<file path="config.mk">
export PLATFORM = sky130hd
export DESIGN_NAME = client_session_table
export DESIGN_NICKNAME = d
export VERILOG_FILES = /design/src/design/cst_pkg.sv /design/src/design/cst_front.sv /design/src/design/cst_back.sv /design/src/design/client_session_table.sv
export SDC_FILE = /design/constraint.sdc
export NUM_CORES = 2
export LEC_CHECK = 0
export ABC_CLOCK_PERIOD_IN_PS = 4230
export BUFFER_PORTS_ARGS = -buffer_cell sky130_fd_sc_hd__buf_2
export CAP_MARGIN = 20
export CORE_ASPECT_RATIO = 2
export CORE_MARGIN = 2
export CORE_UTILIZATION = 50
export CTS_CLUSTER_DIAMETER = 120
export DETAILED_ROUTE_END_ITERATION = 8
export PLACE_DENSITY = 0.69
export REMOVE_ABC_BUFFERS = 1
export SYNTH_ARGS = -nofsm -noshare
export SYNTH_HDL_FRONTEND = slang
export SYNTH_SLANG_ARGS = --single-unit
</file>
<file path="constraint.sdc">
create_clock -name clk -period 4.23 [get_ports clk]
set_input_delay 0.2115 -clock clk [delete_from_list [all_inputs] [get_ports clk]]
set_output_delay 0.2115 -clock clk [all_outputs]
set_load 0.01 [all_outputs]
</file>
<file path="src/design/cst_pkg.sv">
// Shared types and constants for the client session table.
// No dependencies; imported by every module of the block.
`timescale 1ns / 1ps

package cst_pkg;

  // Number of table slots (1 to 64)
  localparam int MAX_CLIENTS = 16;
  localparam int IDX_W       = (MAX_CLIENTS > 1) ? $clog2(MAX_CLIENTS) : 1;
  localparam int CNT_W       = $clog2(MAX_CLIENTS + 1);

  // Command queue between front and back; depth must be a power of two
  localparam int QUEUE_DEPTH = 2;
  localparam int QPTR_W      = (QUEUE_DEPTH > 1) ? $clog2(QUEUE_DEPTH) : 1;
  localparam int QCNT_W      = $clog2(QUEUE_DEPTH + 1);

  typedef enum logic [1:0] {
    REQ_ADD    = 2'd0,
    REQ_REMOVE = 2'd1,
    REQ_CHECK  = 2'd2,
    REQ_LIST   = 2'd3
  } req_t;

  typedef struct packed {
    req_t        req;
    logic [31:0] ip;
    logic [15:0] port;
    logic        port_zero;
  } cmd_t;

endpackage

</file>
<file path="src/design/cst_front.sv">
// Front end of the client session table: accepts request transfers,
// decodes them into commands and buffers them in a short queue.
// Depends on cst_pkg.
`timescale 1ns / 1ps

module cst_front (
  input  logic          clk,
  input  logic          rst_n,
  input  logic          in_tvalid,
  output logic          in_tready,
  input  logic [47:0]   in_tdata,   // ip_addr[31:0], port_num[47:32]
  input  logic [1:0]    in_tuser,   // req_type[1:0]
  output logic          cmd_valid,
  output cst_pkg::cmd_t cmd,
  input  logic          cmd_ready
);
  import cst_pkg::*;

  cmd_t              q_mem_r [QUEUE_DEPTH];
  logic [QPTR_W-1:0] wr_ptr_r;
  logic [QPTR_W-1:0] wr_ptr_nxt;
  logic [QPTR_W-1:0] rd_ptr_r;
  logic [QPTR_W-1:0] rd_ptr_nxt;
  logic [QCNT_W-1:0] q_cnt_r;
  logic [QCNT_W-1:0] q_cnt_nxt;
  cmd_t              cmd_in;
  logic              push;
  logic              pop;

  always_comb begin
    cmd_in.req       = req_t'(in_tuser[1:0]);
    cmd_in.ip        = in_tdata[31:0];
    cmd_in.port      = in_tdata[47:32];
    cmd_in.port_zero = (in_tdata[47:32] == 16'd0);
  end

  assign in_tready = (q_cnt_r != QCNT_W'(QUEUE_DEPTH));
  assign cmd_valid = (q_cnt_r != '0);
  assign cmd       = q_mem_r[rd_ptr_r];
  assign push      = in_tvalid && in_tready;
  assign pop       = cmd_valid && cmd_ready;

  // Pointers wrap on their own as the depth is a power of two
  assign wr_ptr_nxt = push ? wr_ptr_r + 1'b1 : wr_ptr_r;
  assign rd_ptr_nxt = pop ? rd_ptr_r + 1'b1 : rd_ptr_r;

  always_comb begin
    q_cnt_nxt = q_cnt_r;
    priority if (push && !pop) begin
      q_cnt_nxt = q_cnt_r + 1'b1;
    end else if (pop && !push) begin
      q_cnt_nxt = q_cnt_r - 1'b1;
    end
  end

  always_ff @(posedge clk) begin
    if (!rst_n) begin
      wr_ptr_r <= '0;
      rd_ptr_r <= '0;
      q_cnt_r  <= '0;
    end else begin
      wr_ptr_r <= wr_ptr_nxt;
      rd_ptr_r <= rd_ptr_nxt;
      q_cnt_r  <= q_cnt_nxt;
    end
  end

  always_ff @(posedge clk) begin
    if (push) begin
      q_mem_r[wr_ptr_r] <= cmd_in;
    end
  end

  a_queue_bound: assert property (@(posedge clk) disable iff (!rst_n)
    q_cnt_r <= QCNT_W'(QUEUE_DEPTH))
    else $error("command queue count beyond depth");

  a_empty_passthrough: assert property (@(posedge clk) disable iff (!rst_n)
    (push && q_cnt_r == '0) |=>
      (cmd_valid && cmd.ip == $past(in_tdata[31:0]) && cmd.port == $past(in_tdata[47:32])))
    else $error("transfer into empty queue not presented at head");

endmodule

</file>
<file path="src/design/cst_back.sv">
// Back end of the client session table: slot storage, parallel match and
// first-free search, list scan and the result output register.
// Depends on cst_pkg.
`timescale 1ns / 1ps

module cst_back (
  input  logic          clk,
  input  logic          rst_n,
  input  logic          cmd_valid,
  input  cst_pkg::cmd_t cmd,
  output logic          cmd_ready,
  output logic          out_tvalid,
  input  logic          out_tready,
  output logic [63:0]   out_tdata,  // slot_index[5:0], entry_ip[37:6], entry_port[53:38],
                                    // client_count[60:54], space_available[61]
  output logic          out_tuser,  // success[0]
  output logic          out_tlast
);
  import cst_pkg::*;

  typedef enum logic {
    ST_IDLE,
    ST_LIST
  } state_t;

  state_t             state_r;
  logic [31:0]        slot_ip_r   [MAX_CLIENTS];
  logic [15:0]        slot_port_r [MAX_CLIENTS];
  logic [MAX_CLIENTS-1:0] slot_valid_r;
  logic [CNT_W-1:0]   count_r;
  logic [CNT_W-1:0]   count_nxt;
  logic [IDX_W-1:0]   scan_idx_r;

  logic               out_valid_r;
  logic               out_success_r;
  logic [IDX_W-1:0]   out_slot_r;
  logic [31:0]        out_ip_r;
  logic [15:0]        out_port_r;
  logic [CNT_W-1:0]   out_count_r;
  logic               out_space_r;
  logic               out_last_r;

  logic               step;
  logic               pop;
  logic               list_step;
  logic               hit_any;
  logic [IDX_W-1:0]   hit_idx;
  logic               free_any;
  logic [IDX_W-1:0]   free_idx;
  logic               list_any;
  logic               list_more;
  logic [IDX_W-1:0]   list_idx;
  logic               add_go;
  logic               rem_go;

  logic               pop_success;
  logic [IDX_W-1:0]   pop_slot;
  logic [31:0]        pop_ip;
  logic [15:0]        pop_port;
  logic               pop_last;

  assign step      = !out_valid_r || out_tready;
  assign cmd_ready = (state_r == ST_IDLE) && step;
  assign pop       = cmd_valid && cmd_ready;
  assign list_step = (state_r == ST_LIST) && step;

  // Lowest matching slot and lowest free slot, all slots compared at once
  always_comb begin
    hit_any  = 1'b0;
    hit_idx  = '0;
    free_any = 1'b0;
    free_idx = '0;
    for (int i = 0; i < MAX_CLIENTS; i++) begin
      if (!hit_any && slot_valid_r[i] && slot_ip_r[i] == cmd.ip &&
          slot_port_r[i] == cmd.port) begin
        hit_any = 1'b1;
        hit_idx = IDX_W'(i);
      end
      if (!free_any && !slot_valid_r[i]) begin
        free_any = 1'b1;
        free_idx = IDX_W'(i);
      end
    end
  end

  // Next occupied slot at or above the scan position, and whether another follows
  always_comb begin
    list_any  = 1'b0;
    list_more = 1'b0;
    list_idx  = '0;
    for (int i = 0; i < MAX_CLIENTS; i++) begin
      if (slot_valid_r[i] && (i >= int'(scan_idx_r))) begin
        if (!list_any) begin
          list_any = 1'b1;
          list_idx = IDX_W'(i);
        end else begin
          list_more = 1'b1;
        end
      end
    end
  end

  assign add_go = pop && (cmd.req == REQ_ADD) && !cmd.port_zero && free_any;
  assign rem_go = pop && (cmd.req == REQ_REMOVE) && hit_any;

  always_comb begin
    count_nxt = count_r;
    priority if (add_go) begin
      count_nxt = count_r + 1'b1;
    end else if (rem_go) begin
      count_nxt = count_r - 1'b1;
    end
  end

  // Result of the command at the head of the queue
  always_comb begin
    pop_success = 1'b0;
    pop_slot    = '0;
    pop_ip      = cmd.ip;
    pop_port    = cmd.port;
    pop_last    = 1'b1;
    unique case (cmd.req)
      REQ_ADD: begin
        if (add_go) begin
          pop_success = 1'b1;
          pop_slot    = free_idx;
        end
      end
      REQ_REMOVE, REQ_CHECK: begin
        if (hit_any) begin
          pop_success = 1'b1;
          pop_slot    = hit_idx;
        end
      end
      REQ_LIST: begin
        // Scan position rests at zero, so the first entry goes out now
        if (list_any) begin
          pop_success = 1'b1;
          pop_slot    = list_idx;
          pop_ip      = slot_ip_r[list_idx];
          pop_port    = slot_port_r[list_idx];
          pop_last    = !list_more;
        end
      end
      default: ;
    endcase
  end

  always_ff @(posedge clk) begin
    if (!rst_n) begin
      state_r      <= ST_IDLE;
      slot_valid_r <= '0;
      count_r      <= '0;
      scan_idx_r   <= '0;
      out_valid_r  <= 1'b0;
    end else begin
      count_r <= count_nxt;
      if (pop) begin
        out_valid_r   <= 1'b1;
        out_success_r <= pop_success;
        out_slot_r    <= pop_slot;
        out_ip_r      <= pop_ip;
        out_port_r    <= pop_port;
        out_count_r   <= count_nxt;
        out_space_r   <= (count_nxt < CNT_W'(MAX_CLIENTS));
        out_last_r    <= pop_last;
        if (add_go) begin
          slot_valid_r[free_idx] <= 1'b1;
        end
        if (rem_go) begin
          slot_valid_r[hit_idx] <= 1'b0;
        end
        if ((cmd.req == REQ_LIST) && list_more) begin
          state_r    <= ST_LIST;
          scan_idx_r <= list_idx + 1'b1;
        end
      end else if (list_step) begin
        out_valid_r   <= 1'b1;
        out_success_r <= 1'b1;
        out_slot_r    <= list_idx;
        out_ip_r      <= slot_ip_r[list_idx];
        out_port_r    <= slot_port_r[list_idx];
        out_count_r   <= count_r;
        out_space_r   <= (count_r < CNT_W'(MAX_CLIENTS));
        out_last_r    <= !list_more;
        if (list_more) begin
          scan_idx_r <= list_idx + 1'b1;
        end else begin
          state_r    <= ST_IDLE;
          scan_idx_r <= '0;
        end
      end else if (out_tready) begin
        out_valid_r <= 1'b0;
      end
    end
  end

  always_ff @(posedge clk) begin
    if (add_go) begin
      slot_ip_r[free_idx]   <= cmd.ip;
      slot_port_r[free_idx] <= cmd.port;
    end
  end

  assign out_tvalid = out_valid_r;
  assign out_tuser  = out_success_r;
  assign out_tlast  = out_last_r;
  assign out_tdata  = {2'b00, out_space_r, 7'(out_count_r), out_port_r, out_ip_r,
                       6'(out_slot_r)};

  a_count_matches_valid: assert property (@(posedge clk) disable iff (!rst_n)
    int'(count_r) == $countones(slot_valid_r))
    else $error("occupied count out of step with valid bits");

  a_list_has_entry: assert property (@(posedge clk) disable iff (!rst_n)
    (state_r == ST_LIST) |-> list_any)
    else $error("list scan running with no entry left");

  a_fail_is_last: assert property (@(posedge clk) disable iff (!rst_n)
    (out_valid_r && !out_success_r) |-> out_last_r)
    else $error("failed result not marked last");

endmodule

</file>
<file path="src/design/client_session_table.sv">
// Top level of the client session table: front end with command queue
// feeding the table back end. Depends on cst_pkg, cst_front and cst_back.
//
//   channel   dir  handshake              payload
//   in_*      in   in_tvalid/in_tready    tdata ip_addr, port_num; tuser req_type
//   out_*     out  out_tvalid/out_tready  tdata slot/ip/port/count/space; tuser success; tlast
//
// Add, remove and check complete in the back end as they leave the queue; every slot is matched
// in parallel and the result is registered in the same cycle.
// List emits one result per unstalled cycle, one per occupied slot, paced by out_tready.
// The front queue holds two requests and keeps taking transfers while the back end works.
// Reset (rst_n low, synchronous) clears valid bits, count, queue and output valid.
// A stalled output holds the back end; the queue then fills and drops in_tready.
`timescale 1ns / 1ps

module client_session_table (
  input  logic        clk,
  input  logic        rst_n,
  input  logic        in_tvalid,
  output logic        in_tready,
  input  logic [47:0] in_tdata,   // ip_addr[31:0], port_num[47:32]
  input  logic [1:0]  in_tuser,   // req_type[1:0]
  output logic        out_tvalid,
  input  logic        out_tready,
  output logic [63:0] out_tdata,  // slot_index[5:0], entry_ip[37:6], entry_port[53:38],
                                  // client_count[60:54], space_available[61]
  output logic        out_tuser,  // success[0]
  output logic        out_tlast
);
  import cst_pkg::*;

  logic cmd_valid;
  logic cmd_ready;
  cmd_t cmd;

  cst_front u_front (
    .clk       (clk),
    .rst_n     (rst_n),
    .in_tvalid (in_tvalid),
    .in_tready (in_tready),
    .in_tdata  (in_tdata),
    .in_tuser  (in_tuser),
    .cmd_valid (cmd_valid),
    .cmd       (cmd),
    .cmd_ready (cmd_ready)
  );

  cst_back u_back (
    .clk        (clk),
    .rst_n      (rst_n),
    .cmd_valid  (cmd_valid),
    .cmd        (cmd),
    .cmd_ready  (cmd_ready),
    .out_tvalid (out_tvalid),
    .out_tready (out_tready),
    .out_tdata  (out_tdata),
    .out_tuser  (out_tuser),
    .out_tlast  (out_tlast)
  );

endmodule

</file>
==> results_tabular.tex, run 1 <==
\begin{tabular}{lr}
\hline
Metric & Value \\
\hline
\multicolumn{2}{l}{\textbf{Floorplan}} \\
\quad Die Height & 452.1 µm \\
\quad Die X-Extent & 228.0 µm \\
\quad Standard-cell rows & 164 \\
\quad Initial core utilization & 50.33\% \\
\quad Total I/O pin count & 122 \\
\multicolumn{2}{l}{\textbf{Synth}} \\
\quad Mean instance size in the synthesized netlist & 11.51 µm² \\
\quad Library cell with the largest summed area after synthesis & sky130\_fd\_sc\_hd\_\_edfxtp\_1 \\
\quad Number of enable flip-flop cells after synthesis & 930 \\
\quad FF+latch count, synth & 962 \\
\quad Portion of synthesized cell area occupied by the leading cell type & 55.64\% \\
\quad Mapped Cells & 4,361 \\
\quad Yosys warning total & 0 \\
\quad Count of different cell masters after synthesis & 83 \\
\quad Top cells by instance count after synthesis & sky130\_fd\_sc\_hd\_\_edfxtp\_1, sky130\_fd\_sc\_hd\_\_xnor2\_1, sky130\_fd\_sc\_hd\_\_nand2\_1 \\
\quad Primary FF master, synth & sky130\_fd\_sc\_hd\_\_edfxtp\_1 \\
\quad Post-synthesis sequential area ratio & 56.92\% \\
\quad Dominant cells by area after synthesis & sky130\_fd\_sc\_hd\_\_edfxtp\_1, sky130\_fd\_sc\_hd\_\_xnor2\_1, sky130\_fd\_sc\_hd\_\_nand2\_1, sky130\_fd\_sc\_hd\_\_nor4\_1, sky130\_fd\_sc\_hd\_\_nand3\_1 \\
\quad Netlist Area Pre-Place & 50,190 µm² \\
\quad Cell with the most instances after synthesis & sky130\_fd\_sc\_hd\_\_edfxtp\_1 \\
\quad Fraction of registers with async set/reset & 0\% \\
\multicolumn{2}{l}{\textbf{GRT}} \\
\quad Maximum number of pins on one net before global-route repair & 81 \\
\quad First-pass GRT wire length & 518.4 mm \\
\quad Grt ovf & 1,139 \\
\quad Overall Global Routing Usage & 70.22\% \\
\quad Via count of the first global-routing pass & 54,410 \\
\multicolumn{2}{l}{\textbf{CTS}} \\
\quad Buffers from clock root to sink, at most & 3 \\
\quad Number of CTS-inserted buffers & 87 \\
\quad H-tree lvl count & 3 \\
\quad Sink count of the clock tree & 962 \\
\quad Root buffer cell & sky130\_fd\_sc\_hd\_\_clkbuf\_16 \\
\multicolumn{2}{l}{\textbf{Status}} \\
\quad Error that ended the run & [ERROR GRT-0116] Global routing finished with congestion. Check the congestion regions in the DRC Viewer. \\
\quad Outcome & aborted with a tool error \\
\quad Last stage & global routing (5\_1\_grt) \\
\multicolumn{2}{l}{\textbf{Place}} \\
\quad Pre-CTS WS & -0.8037 ns \\
\quad Cell area after placement & 59,120 µm² \\
\quad Port-buffer cells & 115 \\
\quad Detailed-placement wirelength estimate & 230.5 mm \\
\quad Weighted congestion at the end of routability-driven global placement & 1.325 \\
\hline
\end{tabular}
==> cell families after synthesis <==
logic type	after synthesis	synth area share, %
compound gates	490	6.943
xor+xnor	727	12.70
fa+ha+maj	10	0.2393
buf+inv	344	3.482
flops	962	56.92
mux	99	2.538
other cells	1	0.007471
simple gates	1728	17.17
==> stage by stage <==
| step | hold slack [ns] | instances | setup TNS (ns) |
|---|---|---|---|
| after floorplan | 0.3104 | 4096 | -2998.55 |
| after global placement | 0.3987 | 6325 | -16.04 |
| after detailed placement | 0.4037 | 6325 | -16.67 |
| after CTS | 0.1733 | 6543 | -0.2698 |
==> metal layers <==
metal	GRT overflow	track usage [%]
met5	1	10.54
met4	337	70.59
met3	11	46.00
met2	784	92.27
met1	6	72.15
==> what timing repair did <==
item,4_1_cts
endpoints found under the setup margin,32
cloned,0
hold buffers,54
pin swaps,6
buffers inserted,3
hold endpoints to repair,111
resized for setup,97
==> inputs of run 2 (changes only) <==
- ABC_CLOCK_PERIOD_IN_PS: 4230 -> 5500
- CORE_ASPECT_RATIO: 2 -> unset
- CORE_UTILIZATION: 50 -> 35
- CTS_CLUSTER_DIAMETER: 120 -> unset
- PLACE_DENSITY: 0.69 -> unset
- PLACE_DENSITY_LB_ADDON: unset -> 0.15
- clock period: 4.23 -> 5.5 ns (I/O delays scaled with it)
==> results_tabular.tex, run 2 <==
\begin{tabular}{lr}
\hline
Metric & Value \\
\hline
\multicolumn{2}{l}{\textbf{Timing}} \\
\quad Final worst path period need & 5.292 ns \\
\quad Post-route setup TNS & 0 ns \\
\quad Slew Limit Headroom & 19.12\% \\
\quad Slew at the pin closest to its max-slew limit & 1.213 ns \\
\quad Final hold violation count & 0 \\
\quad Final period utilization & 96.22\% \\
\quad Post-Route Skew & 0.02717 ns \\
\quad \# setup viols final & 0 \\
\quad RSZ-0062 raised after global routing & no \\
\quad Achievable frequency & 189.0 MHz \\
\quad Max-slew violation total from the final report & 0 \\
\multicolumn{2}{l}{\textbf{Pwr}} \\
\quad Leakage & 18.79 nW \\
\quad Sum of internal, switching and leakage power & 27.03 mW \\
\quad Power Dens Cells & 454.3 nW/µm² \\
\quad Peak supply drop & 0.3439 mV \\
\multicolumn{2}{l}{\textbf{Synth}} \\
\quad Post-synthesis sequential area ratio & 56.92\% (unchanged) \\
\quad Fraction of registers with async set/reset & 0\% (unchanged) \\
\quad Top cells by instance count after synthesis & sky130\_fd\_sc\_hd\_\_edfxtp\_1, sky130\_fd\_sc\_hd\_\_xnor2\_1, sky130\_fd\_sc\_hd\_\_nand2\_1 \\
\quad Yosys warning total & 0 (unchanged) \\
\quad Netlist Area Pre-Place & 50,190 µm² (unchanged) \\
\quad Count of different cell masters after synthesis & 83 (unchanged) \\
\quad Mean instance size in the synthesized netlist & 11.51 µm² (unchanged) \\
\quad Number of enable flip-flop cells after synthesis & 930 (unchanged) \\
\quad Mapped Cells & 4,361 (unchanged) \\
\quad Library cell with the largest summed area after synthesis & sky130\_fd\_sc\_hd\_\_edfxtp\_1 \\
\quad FF+latch count, synth & 962 (unchanged) \\
\quad Dominant cells by area after synthesis & sky130\_fd\_sc\_hd\_\_edfxtp\_1, sky130\_fd\_sc\_hd\_\_xnor2\_1, sky130\_fd\_sc\_hd\_\_nand2\_1, sky130\_fd\_sc\_hd\_\_nor4\_1, sky130\_fd\_sc\_hd\_\_nand3\_1 \\
\quad Portion of synthesized cell area occupied by the leading cell type & 55.64\% (unchanged) \\
\quad Primary FF master, synth & sky130\_fd\_sc\_hd\_\_edfxtp\_1 \\
\quad Cell with the most instances after synthesis & sky130\_fd\_sc\_hd\_\_edfxtp\_1 \\
\multicolumn{2}{l}{\textbf{Status}} \\
\quad Outcome & completed \\
\multicolumn{2}{l}{\textbf{Floorplan}} \\
\quad Die X-Extent & 382.7 µm (+68\%) \\
\quad Core region area & 141,900 µm² \\
\quad Standard-cell rows & 138 (-16\%) \\
\quad Die Height & 382.7 µm (-15\%) \\
\quad Initial core utilization & 35.36\% (-15 points) \\
\quad Total I/O pin count & 122 (unchanged) \\
\quad Total Die Area & 146,500 µm² \\
\multicolumn{2}{l}{\textbf{Drt}} \\
\quad Routed wire per std cell & 42.70 µm \\
\quad DRC violation count after routing & 0 \\
\quad Final wirelength & 285.4 mm \\
\quad Initial drt markers & 6,044 \\
\quad Drt first pass iters & 7 \\
\quad Detail-routed via count per cell & 6.186 \\
\quad Vias after detailed routing & 41,360 \\
\quad Detail Route Antenna Nets & 0 \\
\multicolumn{2}{l}{\textbf{Critical path}} \\
\quad Worst Setup Start Kind & register \\
\quad FF-to-FF setup slack & 0.21 ns \\
\quad Worst setup path class & reg2reg \\
\quad Required arrival time at the worst endpoint & 5.99 ns \\
\quad CP Capture Point & u\_back.out\_space\_r\$\_DFFE\_PP\_ \\
\quad FF-to-FF path depth & 15 \\
\quad Arrival time at the worst endpoint & 5.79 ns \\
\quad Maximum net fanout on the critical path & 11 \\
\quad Capture point of the worst reg-to-reg path & u\_back.out\_space\_r\$\_DFFE\_PP\_ \\
\quad Endpoint class of the critical path & register \\
\multicolumn{2}{l}{\textbf{Layout}} \\
\quad Largest register by flop count & u\_back.slot\_ip\_r \\
\quad Fraction of final layout cells with drive strength greater than 1 & 14.96\% \\
\quad Commonest non-fill, non-tap cell in the layout & sky130\_fd\_sc\_hd\_\_edfxtp\_1 \\
\quad Leading registers by flop count & u\_back.slot\_ip\_r x512, u\_back.slot\_port\_r x256, u\_front.q\_mem\_r x102 \\
\quad Final instance area & 59,500 µm² \\
\quad Post-route core utilization & 41.92\% \\
\quad Filler Cell Count & 13,420 \\
\quad Flip-flop count of the largest register after layout & 512 \\
\quad Fin nets & 4,751 \\
\quad Area growth syn-to-layout & 18.55\% \\
\quad Most frequent cells in the layout & sky130\_fd\_sc\_hd\_\_edfxtp\_1, sky130\_fd\_sc\_hd\_\_xnor2\_1, sky130\_fd\_sc\_hd\_\_nand2\_1 \\
\multicolumn{2}{l}{\textbf{GRT}} \\
\quad First-pass GRT wire length & 370.5 mm \\
\quad Via count of the first global-routing pass & 39,180 \\
\quad Grt ovf & 0 \\
\quad Maximum number of pins on one net before global-route repair & 95 \\
\quad Overall Global Routing Usage & 38.11\% \\
\quad Number of antenna violations at the first check in global routing & 15 \\
\multicolumn{2}{l}{\textbf{CTS}} \\
\quad H-tree lvl count & 3 (unchanged) \\
\quad Root buffer cell & sky130\_fd\_sc\_hd\_\_clkbuf\_16 \\
\quad Number of CTS-inserted buffers & 114 (+31\%) \\
\quad Buffers from clock root to sink, at most & 3 (unchanged) \\
\quad Clock latency of the later-clocked register in the worst-skew pair & 0.75 ns \\
\quad Gates resized, CTS repair & 0 (-100\%) \\
\quad Clock-pin transition on the worst setup and hold timing paths & 0.07 ns \\
\quad Sink count of the clock tree & 962 (unchanged) \\
\quad CTS tree & done \\
\multicolumn{2}{l}{\textbf{Flow run}} \\
\quad Max-cap violations & 0 \\
\multicolumn{2}{l}{\textbf{Place}} \\
\quad Detailed-placement wirelength estimate & 224.1 mm (-2.8\%) \\
\quad Port-buffer cells & 115 (unchanged) \\
\quad Weighted congestion at the end of routability-driven global placement & 1.024 (-23\%) \\
\quad Cell area after placement & 55,050 µm² (-6.9\%) \\
\multicolumn{2}{l}{\textbf{Min path}} \\
\quad Number of cells on the worst hold path & 2 \\
\quad Min-Delay Path Class & in2reg \\
\hline
\end{tabular}
run 2: final cells by class:
type                       count  area [µm²]  share of cell area, %
multi-input combinational   3060       20470                  34.41
antenna                        9       22.52                0.03785
inverter                      74       285.3                 0.4794
timing repair buffer         477        3919                  6.586
clock buffer                 135        2995                  5.034
clock inverter                78       869.6                  1.461
sequential                   962       28570                  48.02
tap                         1890        2365                  3.974
run 2: worst min-delay path by stage:
stage | endpoint | from | slack (ns)
2_1_floorplan | u_front.q_mem_r[0][10]$_DFFE_PP_ | in_tdata[41] | 0.37
3_3_place_gp | u_front.q_mem_r[0][46]$_DFFE_PP_ | in_tdata[29] | 0.46
3_5_place_dp | u_front.q_mem_r[1][48]$_DFFE_PP_ | in_tdata[31] | 0.47
4_1_cts | u_front.wr_ptr_r$_SDFFE_PN0P_ | rst_n | 0.04
5_1_grt | u_front.wr_ptr_r$_SDFFE_PN0P_ | rst_n | 0.07
6_report | u_front.wr_ptr_r$_SDFFE_PN0P_ | rst_n | 0.08
run 2: logic make-up after synthesis:
family                     share of synthesized area (%)
other                                           0.007471
DFF                                                56.92
buffers and inverters                              3.482
xor gates and xnor gates                           12.70
AOI/OAI and AO/OA                                  6.943
adders and majority gates                         0.2393
muxes                                              2.538
and+or+nand+nor                                    17.17
run 2: per-layer routing:
layer | global-route usage [%] | wire [µm]
met1 | 48.24 | 110100
met2 | 59.61 | 128700
met3 | 5.571 | 21570
met4 | 27.57 | 25060
met5 | 0 | 25
run 2: report_power, final:
group / internal, mW / switching (mW)
Combinational: 2.55 / 7.33
Clock: 4.64 / 3.33
Sequential: 8.96 / 0.228
Total: 16.1 / 10.9
run 2: critical path, cell delays in order, from the launching register on:
cell                        delay [ns]
sky130_fd_sc_hd__dfxtp_4          0.46
sky130_fd_sc_hd__buf_12           0.21
sky130_fd_sc_hd__buf_4            0.21
sky130_fd_sc_hd__mux2i_4          0.62
sky130_fd_sc_hd__buf_4            0.37
sky130_fd_sc_hd__xnor2_1          0.18
sky130_fd_sc_hd__nor4_1           0.51
sky130_fd_sc_hd__buf_4            0.20
sky130_fd_sc_hd__nand4_1          0.09
sky130_fd_sc_hd__nor4_1           0.79
sky130_fd_sc_hd__a2111oi_0        0.29
sky130_fd_sc_hd__a41oi_2          0.40
sky130_fd_sc_hd__buf_4            0.21
sky130_fd_sc_hd__a31oi_1          0.13
sky130_fd_sc_hd__xnor2_2          0.24
sky130_fd_sc_hd__inv_1            0.05
run 2: metrics by stage:
step                      cells  setup WS (ns)  hold slack [ns]
final                      6685         0.2079          0.07965
after detailed placement   6407        0.04566           0.4661
after CTS                  6672        0.03158          0.04264
after global placement     6403        0.04061           0.4626
after floorplan            4096         -11.96           0.3739
after global routing       6676         0.1082          0.07207
run 2: repair_timing:
| action | in CTS | in global routing |
|---|---|---|
| hold buffers | 52 | 0 |
| setup buffers | 0 | 3 |
| endpoints found under the hold margin | 105 | 0 |
| setup endpoints to repair | 0 | 7 |
(Power assumes the default switching activity.)
